File: src/hw/rtl/hdt_pkg.sv
// Shared types and constants for the hashed directory table.
// Used by hdt_ctrl, hdt_datapath and hashed_directory_table.
package hdt_pkg;

    localparam int SLOTS      = 256;
    localparam int IDX_W      = $clog2(SLOTS);
    localparam int CNT_W      = IDX_W + 1;
    localparam bit SLOTS_POW2 = ((SLOTS & (SLOTS - 1)) == 0);

    localparam int HASH_BITS  = 32;
    localparam int HASH_CNT_W = $clog2(HASH_BITS);

    localparam logic [31:0] HEADER_SIZE = 32'd32;

    localparam logic [1:0] OP_LOOKUP = 2'd0;
    localparam logic [1:0] OP_INSERT = 2'd1;
    localparam logic [1:0] OP_DELETE = 2'd2;
    localparam logic [1:0] OP_UNUSED = 2'd3;

    localparam logic [1:0] ST_OK        = 2'd0;
    localparam logic [1:0] ST_NOT_FOUND = 2'd1;
    localparam logic [1:0] ST_FULL      = 2'd2;
    localparam logic [1:0] ST_SPACE     = 2'd3;

    typedef struct packed {
        logic [31:0] key_a;
        logic [31:0] key_b;
        logic [31:0] position;
        logic [31:0] comp_len;
        logic [31:0] orig_len;
    } entry_t;

    localparam int ENTRY_W = $bits(entry_t);

    // Commands from the controller to the datapath
    typedef struct packed {
        logic       load;       // latch request; set home slot if SLOTS is a power of two
        logic       hash_step;  // one bit of home_hash mod SLOTS
        logic       rd_en;      // read slot at current index
        logic       advance;    // step to next slot, wrapping
        logic       res_none;   // result with status only
        logic [1:0] res_code;   // status for res_none
        logic       res_slot;   // result from the slot just read
        logic       del;        // empty the current slot
        logic       ins;        // place the entry in the current slot, if it fits
        logic       out_load;   // move the result to the output register
    } cmd_t;

    // Status from the datapath to the controller
    typedef struct packed {
        logic hash_last;
        logic used;
        logic match;
        logic probe_last;
    } stat_t;

endpackage

File: src/hw/rtl/hdt_ctrl.sv
// Controller of the hashed directory table: request sequencing, probe walk
// and output handshake. Depends on hdt_pkg.
module hdt_ctrl (
    input  logic           clk,
    input  logic           rst_n,
    input  logic           in_valid,
    output logic           in_ready,
    input  logic [1:0]     opcode,
    output logic           out_valid,
    input  logic           out_ready,
    output hdt_pkg::cmd_t  cmd,
    input  hdt_pkg::stat_t stat
);

    import hdt_pkg::*;

    localparam logic [2:0] S_IDLE  = 3'd0;
    localparam logic [2:0] S_HASH  = 3'd1;
    localparam logic [2:0] S_READ  = 3'd2;
    localparam logic [2:0] S_CHECK = 3'd3;
    localparam logic [2:0] S_WRITE = 3'd4;
    localparam logic [2:0] S_DONE  = 3'd5;

    logic [2:0] state_reg, state_next;
    logic [1:0] op_reg, op_next;
    logic       out_valid_reg, out_valid_next;

    always_comb
    begin
        state_next     = state_reg;
        op_next        = op_reg;
        out_valid_next = out_valid_reg && !out_ready;
        cmd            = '0;
        in_ready       = (state_reg == S_IDLE);

        unique case (state_reg)
            S_IDLE:
            begin
                if (in_valid)
                begin
                    cmd.load = 1'b1;
                    op_next  = opcode;
                    if (opcode == OP_UNUSED)
                    begin
                        cmd.res_none = 1'b1;
                        cmd.res_code = ST_NOT_FOUND;
                        state_next   = S_DONE;
                    end
                    else
                    begin
                        state_next = SLOTS_POW2 ? S_READ : S_HASH;
                    end
                end
            end
            S_HASH:
            begin
                cmd.hash_step = 1'b1;
                if (stat.hash_last)
                begin
                    state_next = S_READ;
                end
            end
            S_READ:
            begin
                cmd.rd_en  = 1'b1;
                state_next = S_CHECK;
            end
            S_CHECK:
            begin
                if (op_reg == OP_INSERT)
                begin
                    if (!stat.used || stat.match)
                    begin
                        state_next = S_WRITE;
                    end
                    else if (stat.probe_last)
                    begin
                        cmd.res_none = 1'b1;
                        cmd.res_code = ST_FULL;
                        state_next   = S_DONE;
                    end
                    else
                    begin
                        cmd.advance = 1'b1;
                        state_next  = S_READ;
                    end
                end
                else if (stat.match)
                begin
                    // report the slot, then empty it for a delete
                    cmd.res_slot = 1'b1;
                    cmd.del      = (op_reg == OP_DELETE);
                    state_next   = S_DONE;
                end
                else if (!stat.used || stat.probe_last)
                begin
                    cmd.res_none = 1'b1;
                    cmd.res_code = ST_NOT_FOUND;
                    state_next   = S_DONE;
                end
                else
                begin
                    cmd.advance = 1'b1;
                    state_next  = S_READ;
                end
            end
            S_WRITE:
            begin
                cmd.ins    = 1'b1;
                state_next = S_DONE;
            end
            S_DONE:
            begin
                if (!out_valid_reg || out_ready)
                begin
                    cmd.out_load   = 1'b1;
                    out_valid_next = 1'b1;
                    state_next     = S_IDLE;
                end
            end
            default:
            begin
                state_next = S_IDLE;
            end
        endcase
    end

    always_ff @(posedge clk or negedge rst_n)
    begin
        if (!rst_n)
        begin
            state_reg     <= S_IDLE;
            op_reg        <= OP_LOOKUP;
            out_valid_reg <= 1'b0;
        end
        else
        begin
            state_reg     <= state_next;
            op_reg        <= op_next;
            out_valid_reg <= out_valid_next;
        end
    end

    assign out_valid = out_valid_reg;

endmodule
File: config.mk
export PLATFORM = sky130hd
export DESIGN_NAME = hdt_ctrl
export DESIGN_NICKNAME = d
export VERILOG_FILES = /design/src/hw/rtl/hdt_pkg.sv /design/src/hw/rtl/hdt_ctrl.sv
export SDC_FILE = /design/constraint.sdc
export NUM_CORES = 1
export LEC_CHECK = 0
export BUFFER_PORTS_ARGS = -buffer_cell sky130_fd_sc_hd__buf_2
export CAP_MARGIN = 20
export CORE_AREA = 2 2 39 41
export DETAILED_ROUTE_END_ITERATION = 7
export DIE_AREA = 0 0 41 43
export PLACE_DENSITY = 0.65
export RECOVER_POWER = 100
export REMOVE_ABC_BUFFERS = 1
export SLEW_MARGIN = 0
export SYNTH_ARGS = -nofsm -noshare
export SYNTH_HDL_FRONTEND = slang
export SYNTH_SLANG_ARGS = --single-unit
File: constraint.sdc
create_clock -name clk -period 1.45 [get_ports clk]
set_input_delay 0.0725 -clock clk [delete_from_list [all_inputs] [get_ports clk]]
set_output_delay 0.0725 -clock clk [all_outputs]
set_load 0.005 [all_outputs]
Word level (Yosys, flattened, before mapping)
Cells that the tools add are included.
Widths: inputs -> output; s select.
Storage, ports and cells
  output and inout port bits: 13
  input bits: 10
  register bits after elaboration: 6
Operators by class
  equality and inequality tests: 11
  reduce and logical (&&, ||, !) cells: 10
  multiplexer cells: 33
Operator list (count)
  $mux 3: 13
  $pmux 3 s6: 1
  $mux 1: 12
  $mux 4: 3
  $eq 3x2->1 const B: 2
  $eq 3x3->1 const B: 2
  $mux 2: 3
  $ne 2x2->1 const B: 3
  $pmux 3 s2: 1
  $eq 2x2->1 const B: 2
  $eq 3x1->1 const B: 1
  $logic_not 1->1: 3
  $logic_not 3->1: 1
  $logic_or 1x1->1: 3
  $reduce_and 3->1: 1
  $eq 2x1->1 const B: 1
  $reduce_and 2->1: 1
  $logic_and 1x1->1: 1

Logic depth before layout (Yosys ltp)
Gate-level depths: netlist of run 1.
  word-level depth: 6
  gate-level depth with buffers: 5
  gate-level depth less buffers: 4

Worst setup path after synthesis of run 1
Ideal clock, no wire load.
  path kind: reg-to-reg
  from: register state_reg[2]
  to: register op_reg[0]
  path slack: 0.181 ns
  data required time: 1.325 ns
  data arrival time: 1.144 ns
  stages on the path, launching flop included: 5
  cell sequence: dfrtp_1 nor3_2 and2_1 buf_6 mux2_4
Between the ends
  longest elaborated chain between the ends: 2
Ends and longest elaborated chain
  from (decl): RTL line hdt_ctrl.sv:24  | logic [2:0] state_reg, state_next;
  from (signal assigned): RTL line hdt_ctrl.sv:138  | state_reg <= state_next;
  $logic_not 3->1
  via in_ready: RTL line hdt_ctrl.sv:7  | output logic in_ready,
  $reduce_and 2->1 (no line)
  to (signal assigned): RTL line hdt_ctrl.sv:139  | op_reg <= op_next;
  to (decl): RTL line hdt_ctrl.sv:25  | logic [1:0] op_reg, op_next;
The timed path passes the listed nets, and every way through them passes these cells.
A chain may end at the register's enable or synchronous reset.

==> impl_metrics.py, run 1 <==
metrics = {
    "sta": {
        "hold_viol_final": 0,
        "worst_pin_slew_ps": 327.6,
        "finalHoldWorstSlack_ps": 124.0,
        "rsz0062_at_grt": "true",
        "relSlewSlack_pct": 78.16,
        "fin_crit_sh_pct": 100.2,
        "period_needed_ps": 1454,
        "fmax_ghz": 0.6880,
        "slew_viol_final": 0,
        "final.setup.worst_slack_ps": -3.576,
        "fin_skew_ps": 5.560,
        "finalSetupViolCount": 1,
    },
    "die": {
        "core_mm2": 0.001384,
        "die_w_um": 41,
        "chipHeight_um": 43,
        "floorplan.rows": 14,
        "initial_core_util_pct": 35.26,
        "io_pins": 23,
        "die-area_mm2": 0.001763,
    },
    "cts": {
        "cts_buffers": 3,
        "insertion_delay_ps": 250,
        "clock-sinks": 6,
        "cts.reportedPaths.clkPinSlew_ps": 50,
        "cts_tree": "done",
        "clockRootBuffer": "clkbuf_4",
        "cts_max_path_buffers": 2,
        "htree_levels": 1,
    },
    "drt": {
        "drt_iter0_drc": 14,
        "vias": 577,
        "firstDrtPassIters": 4,
        "routedWlPerCell_um": 12.15,
        "drc": 0,
        "postRouteAntennaNets": 0,
        "postRouteWirelength_um": 1361,
        "via_per_inst": 5.152,
    },
    "grt": {
        "globalRouteOverflowTotal": 0,
        "first_global_vias": 539,
        "antenna_found_initial": 0,
        "grt_max_degree": 8,
        "grt_use_total_pct": 17.93,
        "grt_pass1_wl_um": 2194,
    },
    "pwr": {
        "pwr-share-seq_pct": 23.0,
        "clockPowerShare_pct": 11.2,
        "p_leak_nw": 0.3785,
        "vdd_ir_drop_max_v": 0.0005801,
        "internal_power_w": 0.0008272,
        "switching_share_pct": 40.16,
        "netSwitchingPower_w": 0.0005551,
        "combPwrFrac_pct": 65.8,
        "power_density_mw_per_mm2": 1841,
    },
    "logic_synthesis": {
        "synth_cells": 62,
        "ys_ff_latch": 6,
        "yosysUniqueCellTypes": 25,
        "syn_avg_cell_area_um2": 7.870,
        "netlist_area_um2": 488.0,
        "ys_seq_area_share_pct": 30.77,
        "yosysWarnings": 0,
    },
    "status": {
        "violations": "negative setup slack",
        "run_status": "finished, violations left",
    },
    "place": {
        "io_buffers": 22,
        "gp_congestion": 0.7736,
        "place_ws_ps": 54.43,
        "hpwl_um": 963.5,
    },
    "worst_setup_path": {
        "required_ps": 1380,
        "path_class": "register to output port",
        "worstPathMaxFanout": 5,
        "arrival_ps": 1380,
        "critPathLaunchType": "register",
        "endpoint_kind": "output port",
    },
    "finish": {
        "antenna_cells": 0,
        "largest_reg_flops": 3,
        "areaGrowthSynthToFinish_pct": 53.85,
        "final_net_count": 108,
        "drive_gt1_share_pct": 50.00,
    },
    "hold_path": {
        "hp-class": "input port to register",
    },
    "run": {
        "drv_cap": 0,
    },
}
[kinds of logic after synthesis]
logic type             count (synthesis)  synth area share, %
AOI/OAI and AO/OA                     14                16.41
buffers and inverters                  8                9.999
DFF                                    6                30.77
muxes                                  2                6.154
and+or+nand+nor                       32                36.67
[timing repair]
item,CTS,global route
hold buffers,1,0
endpoints found under the hold margin,6,0
setup buffers,8,1
gates resized for setup,6,10
gates cloned,0,0
pin swaps,5,2
setup endpoints to repair,5,9
[layout make-up]
type	count	area, um2
fill	139	633.1
clock buffer	3	22.52
timing repair buffer	35	211.5
multi-input combinational	48	330.3
sequential	6	151.4
inverter	4	15.01
tap	16	20.02
[critical path: stages, from the launching register on]
cell and delay [ps]:
dfrtp_2 430, nor3_2 220, and2_4 190, nand3_2 80, o21ai_1 80, buf_2 130
[routing by layer]
layer,vias up,global-route usage [%],share of wire (%)
met5,-,0,0
met4,0,8.000,1.2
met3,2,1.571,5.8
met2,24,30.31,50
met1,267,21.43,43
li1,284,-,-
[synthesized netlist by cell type]
master	instances	share of area (%)
and2_1	1	1.3
dfrtp_1	6	31
nand2b_1	2	2.6
a21oi_1	6	6.2
nand2_1	8	6.2
nor3_2	1	2.1
nand3b_1	2	3.1
buf_4	3	4.6
mux2_4	2	6.2
o22ai_1	1	1.3
a211oi_1	1	1.5
inv_1	4	3.1
nor2b_1	2	2.6
nor2_1	5	3.8
and2b_1	1	1.5
nor2_2	1	1.3
o21ai_0	3	3.1
o32ai_1	1	1.8
nor3b_2	1	2.6
nand3_1	1	1.0
buf_6	1	2.3
nor3_1	4	4.1
o21ai_1	1	1.0
o31ai_1	1	1.5
nor3b_1	3	4.6
[worst paths after layout]
| check | start | to | slack [ps] | cells after the start |
|---|---|---|---|---|
| worst max-delay path | state_reg[0]$_DFFE_PN0P_ | cmd[6] | -4 | 5 |
| worst max register to register | state_reg[0]$_DFFE_PN0P_ | op_reg[1]$_DFFE_PN0P_ | 60 | 4 |
| worst min-delay path | opcode[0] | op_reg[0]$_DFFE_PN0P_ | 120 | 2 |
| max in group asynchronous | rst_n | state_reg[0]$_DFFE_PN0P_ | 960 | 2 |
| worst min register to register | out_valid$_DFF_PN0_ | out_valid$_DFF_PN0_ | 540 | 2 |
| min in group asynchronous | rst_n | state_reg[2]$_DFFE_PN0P_ | 230 | 2 |
[per-stage QoR]
stage / std cells / util (%) / cell area, um2 / power (W) / setup TNS (ps)
final: 112 / 54.25 / 750.7 / 0.001382 / -3.576
after floorplan: 58 / - / 454.2 / 0.0007063 / 0
after global routing: 112 / 54.25 / 750.7 / 0.001501 / -157.8
after detailed placement: 99 / 43.85 / 606.8 / 0.0009508 / 0
after global placement: 99 / 43.85 / 606.8 / 0.0009324 / 0
after CTS: 111 / 51.45 / 711.9 / 0.001293 / 0
[layout by cell type (no fill, tap or decap)]
cell / n
buf_2: 20
buf_4: 9
nand2_1: 7
a21oi_1: 6
nor2_1: 5
dfrtp_1: 5
inv_1: 4
nor3_1: 3
clkbuf_4: 3
clkbuf_1: 3
nor3b_1: 2
nor3_2: 2
nor2b_1: 2
o21ai_1: 2
nand3b_1: 2
nand2b_1: 2
mux2_4: 2
buf_6: 2
nor2_4: 1
nor3b_4: 1
and2b_2: 1
and2_4: 1
nand3_2: 1
nand2_2: 1
nor3b_2: 1
a211oi_2: 1
o21ai_0: 1
o21ai_2: 1
o32ai_1: 1
o31ai_1: 1
o22ai_1: 1
dlygate4sd3_1: 1
dfrtp_2: 1
[power groups by stage]
stage / Combinational [W] / Sequential [W] / Clock, W
6_report: 0.000910 / 0.000317 / 0.000155
3_5_place_dp: 0.000610 / 0.000341 / 0
3_3_place_gp: 0.000596 / 0.000337 / 0
4_1_cts: 0.000814 / 0.000319 / 0.000160
2_1_floorplan: 0.000352 / 0.000354 / 0
5_1_grt: 0.000993 / 0.000332 / 0.000176
Power figures use the tool's default switching activity.
==> inputs of run 2 (changes only) <==
--- a/config.mk
+++ b/config.mk
@@ -5,12 +5,13 @@
 export SDC_FILE = /design/constraint.sdc
 export NUM_CORES = 1
 export LEC_CHECK = 0
+export ABC_AREA = 1
 export BUFFER_PORTS_ARGS = -buffer_cell sky130_fd_sc_hd__buf_2
 export CAP_MARGIN = 20
 export CORE_AREA = 2 2 39 41
 export DETAILED_ROUTE_END_ITERATION = 7
 export DIE_AREA = 0 0 41 43
-export PLACE_DENSITY = 0.65
+export PLACE_DENSITY = 0.66
 export RECOVER_POWER = 100
 export REMOVE_ABC_BUFFERS = 1
 export SLEW_MARGIN = 0
==> impl_metrics.py, run 2 <==
metrics = {
    "finish": {
        "mostFrequentLayoutCells": "25 x nand2_1, 21 x buf_2, 12 x nor2_1",
        "areaGrowthSynthToFinish_pct": 46.98,
        "final_net_count": 128,
        "fin_area_um2": 732.0,
        "largest_reg_flops": 3,
        "antenna_cells": 0,
        "utilization_pct": 52.89,
        "final_common_cell": "nand2_1",
        "drive_gt1_share_pct": 40.52,
    },
    "logic_synthesis": {
        "yosysMostFrequentCell": "nand2_1",
        "yosysUniqueCellTypes": 16,
        "netlist_area_um2": 498.0,
        "ys_seq_area_share_pct": 30.15,
        "synthTopCellsByCount": "25 x nand2_1, 13 x inv_1, 13 x nor2_1",
        "async_flop_share_pct": 100.0,
        "yosysWarnings": 0,
        "yosysTopAreaCell": "dfrtp_1",
        "synth_cells": 82,
        "syn_avg_cell_area_um2": 6.073,
        "ys.flop_type": "dfrtp_1",
        "synth_area_leaders": "dfrtp_1 30%, nand2_1 19%, inv_1 9.8%",
        "ys_ff_latch": 6,
        "synth_top_area_share_pct": 30.15,
        "synth_edf_count": 0,
    },
    "worst_setup_path": {
        "worstPathMaxFanout": 4,
        "required_ps": 1380,
        "path_class": "register to output port",
        "critPathLaunchType": "register",
        "worstReg2RegStart": "state_reg[0]$_DFFE_PN0P_",
        "crit_start": "state_reg[1]$_DFFE_PN0P_",
        "endpoint_kind": "output port",
        "arrival_ps": 1330,
    },
    "grt": {
        "antenna_found_initial": 0,
        "grt_use_total_pct": 15.40,
        "globalRouteOverflowTotal": 0,
        "grt_max_degree": 7,
        "first_global_vias": 461,
        "grt_pass1_wl_um": 1849,
    },
    "sta": {
        "finalHoldWorstSlack_ps": 74.54,
        "tns_ps": 0,
        "fin_crit_sh_pct": 97.05,
        "period_needed_ps": 1407,
        "fin_skew_ps": 3.543,
        "final.setup.worst_slack_ps": 42.81,
        "relSlewSlack_pct": 78.10,
        "rsz0062_at_grt": "true",
        "fmax_ghz": 0.7106,
        "slew_viol_final": 0,
        "worst_pin_slew_ps": 328.5,
        "finalSetupViolCount": 0,
        "hold_viol_final": 0,
    },
    "cts": {
        "cts.reportedPaths.clkPinSlew_ps": 50,
        "htree_levels": 1,
        "clockRootBuffer": "clkbuf_4",
        "clock-sinks": 6,
        "cts_tree": "done",
        "cts_max_path_buffers": 2,
        "cts_buffers": 3,
        "insertion_delay_ps": 240,
    },
    "hold_path": {
        "worstHoldStart": "opcode[1]",
        "hp-class": "input port to register",
    },
    "place": {
        "place_ws_ps": 224.4,
        "place_area_um2": 628.1,
        "io_buffers": 22,
        "gp_congestion": 0.7719,
        "hpwl_um": 947.4,
    },
    "die": {
        "die_w_um": 41,
        "chipHeight_um": 43,
        "io_pins": 23,
        "floorplan.rows": 14,
        "core_mm2": 0.001384,
        "initial_core_util_pct": 35.99,
        "die-area_mm2": 0.001763,
    },
    "drt": {
        "firstDrtPassIters": 4,
        "via_per_inst": 4.697,
        "drt_iter0_drc": 14,
        "routedWlPerCell_um": 9.652,
        "postRouteAntennaNets": 0,
        "postRouteWirelength_um": 1274,
        "vias": 620,
        "drc": 0,
    },
    "pwr": {
        "p_leak_nw": 0.4490,
        "vdd_ir_drop_max_v": 0.0008299,
        "power_density_mw_per_mm2": 1715,
    },
    "status": {
        "run_status": "finished, final reports clean",
    },
    "run": {
        "drv_cap": 0,
    },
}
## run 2: cell count changes after synthesis, sizes merged, moves of 2 or more
cell	delta
nand2	+19
nor3	-4
nor2b	-2
nand3	+8
inv	+12
nor3b	-4
a21oi	-5
nand2b	-2
buf	-4
nor2	+10
mux2	-2
## run 2: stage by stage
step,total power (W),std cells
after floorplan,0.0007448,82
after global placement,0.0009267,120
after detailed placement,0.0009396,120
after CTS,0.001163,126
after global routing,0.001379,132
final,0.001256,132
## run 2: cell families after synthesis
| group | share of synthesized area, % |
|---|---|
| AOI/OAI and AO/OA | 7.285 |
| buffers and inverters | 12.06 |
| DFF | 30.15 |
| and+or+nand+nor | 50.50 |
## run 2: metal layers
| metal | GRT usage, % | up-vias | wire length, um |
|---|---|---|---|
| li1 | - | 322 | - |
| met1 | 21.52 | 285 | 577 |
| met2 | 21.56 | 11 | 647 |
| met3 | 3.141 | 2 | 42 |
| met4 | 8.000 | 0 | 6 |
| met5 | 0 | - | 0 |
## run 2: final timing paths
| path | cells past startpoint | slack, ps | to |
|---|---|---|---|
| min in group asynchronous | 2 | 240 | state_reg[0]$_DFFE_PN0P_ |
| setup reg to reg | 9 | 130 | state_reg[2]$_DFFE_PN0P_ |
| hold reg to reg | 2 | 520 | op_reg[1]$_DFFE_PN0P_ |
| max in group asynchronous | 2 | 960 | op_reg[1]$_DFFE_PN0P_ |
| setup / recovery | 8 | 40 | cmd[4] |
| hold / removal | 3 | 70 | op_reg[1]$_DFFE_PN0P_ |
## run 2: layout make-up
class                   count  area (um2)
fillers                   154       651.9
repair buffers             31       178.9
well taps                  16       20.02
inverters                  16       60.06
clock buffers               3       22.52
flip-flops and latches      6       150.1
multi-input cells          60       300.3
## run 2: worst max-delay path, stage by stage, from the launching register on
cell	delay (ps)
dfrtp_1	410
inv_2	90
nand2_2	70
nor2_4	110
nand2_2	70
inv_2	80
nand3_2	80
o21ai_2	60
buf_2	120
## run 2: repair_timing
action | CTS | global route
endpoints found under the setup margin | 2 | 3
hold buffers | 1 | 0
resized for setup | 3 | 2
pin swaps | 0 | 1
hold endpoints to repair | 6 | 0
setup buffers | 2 | 6
## run 2: where the power goes
group	switching [W]	total, W	leakage (nW)	internal (W)
combinational	0.000444	0.000794	0.359	0.000349
clock	0.0000586	0.000152	0.0138	0.0000935
sequential	0.0000687	0.000310	0.0762	0.000241
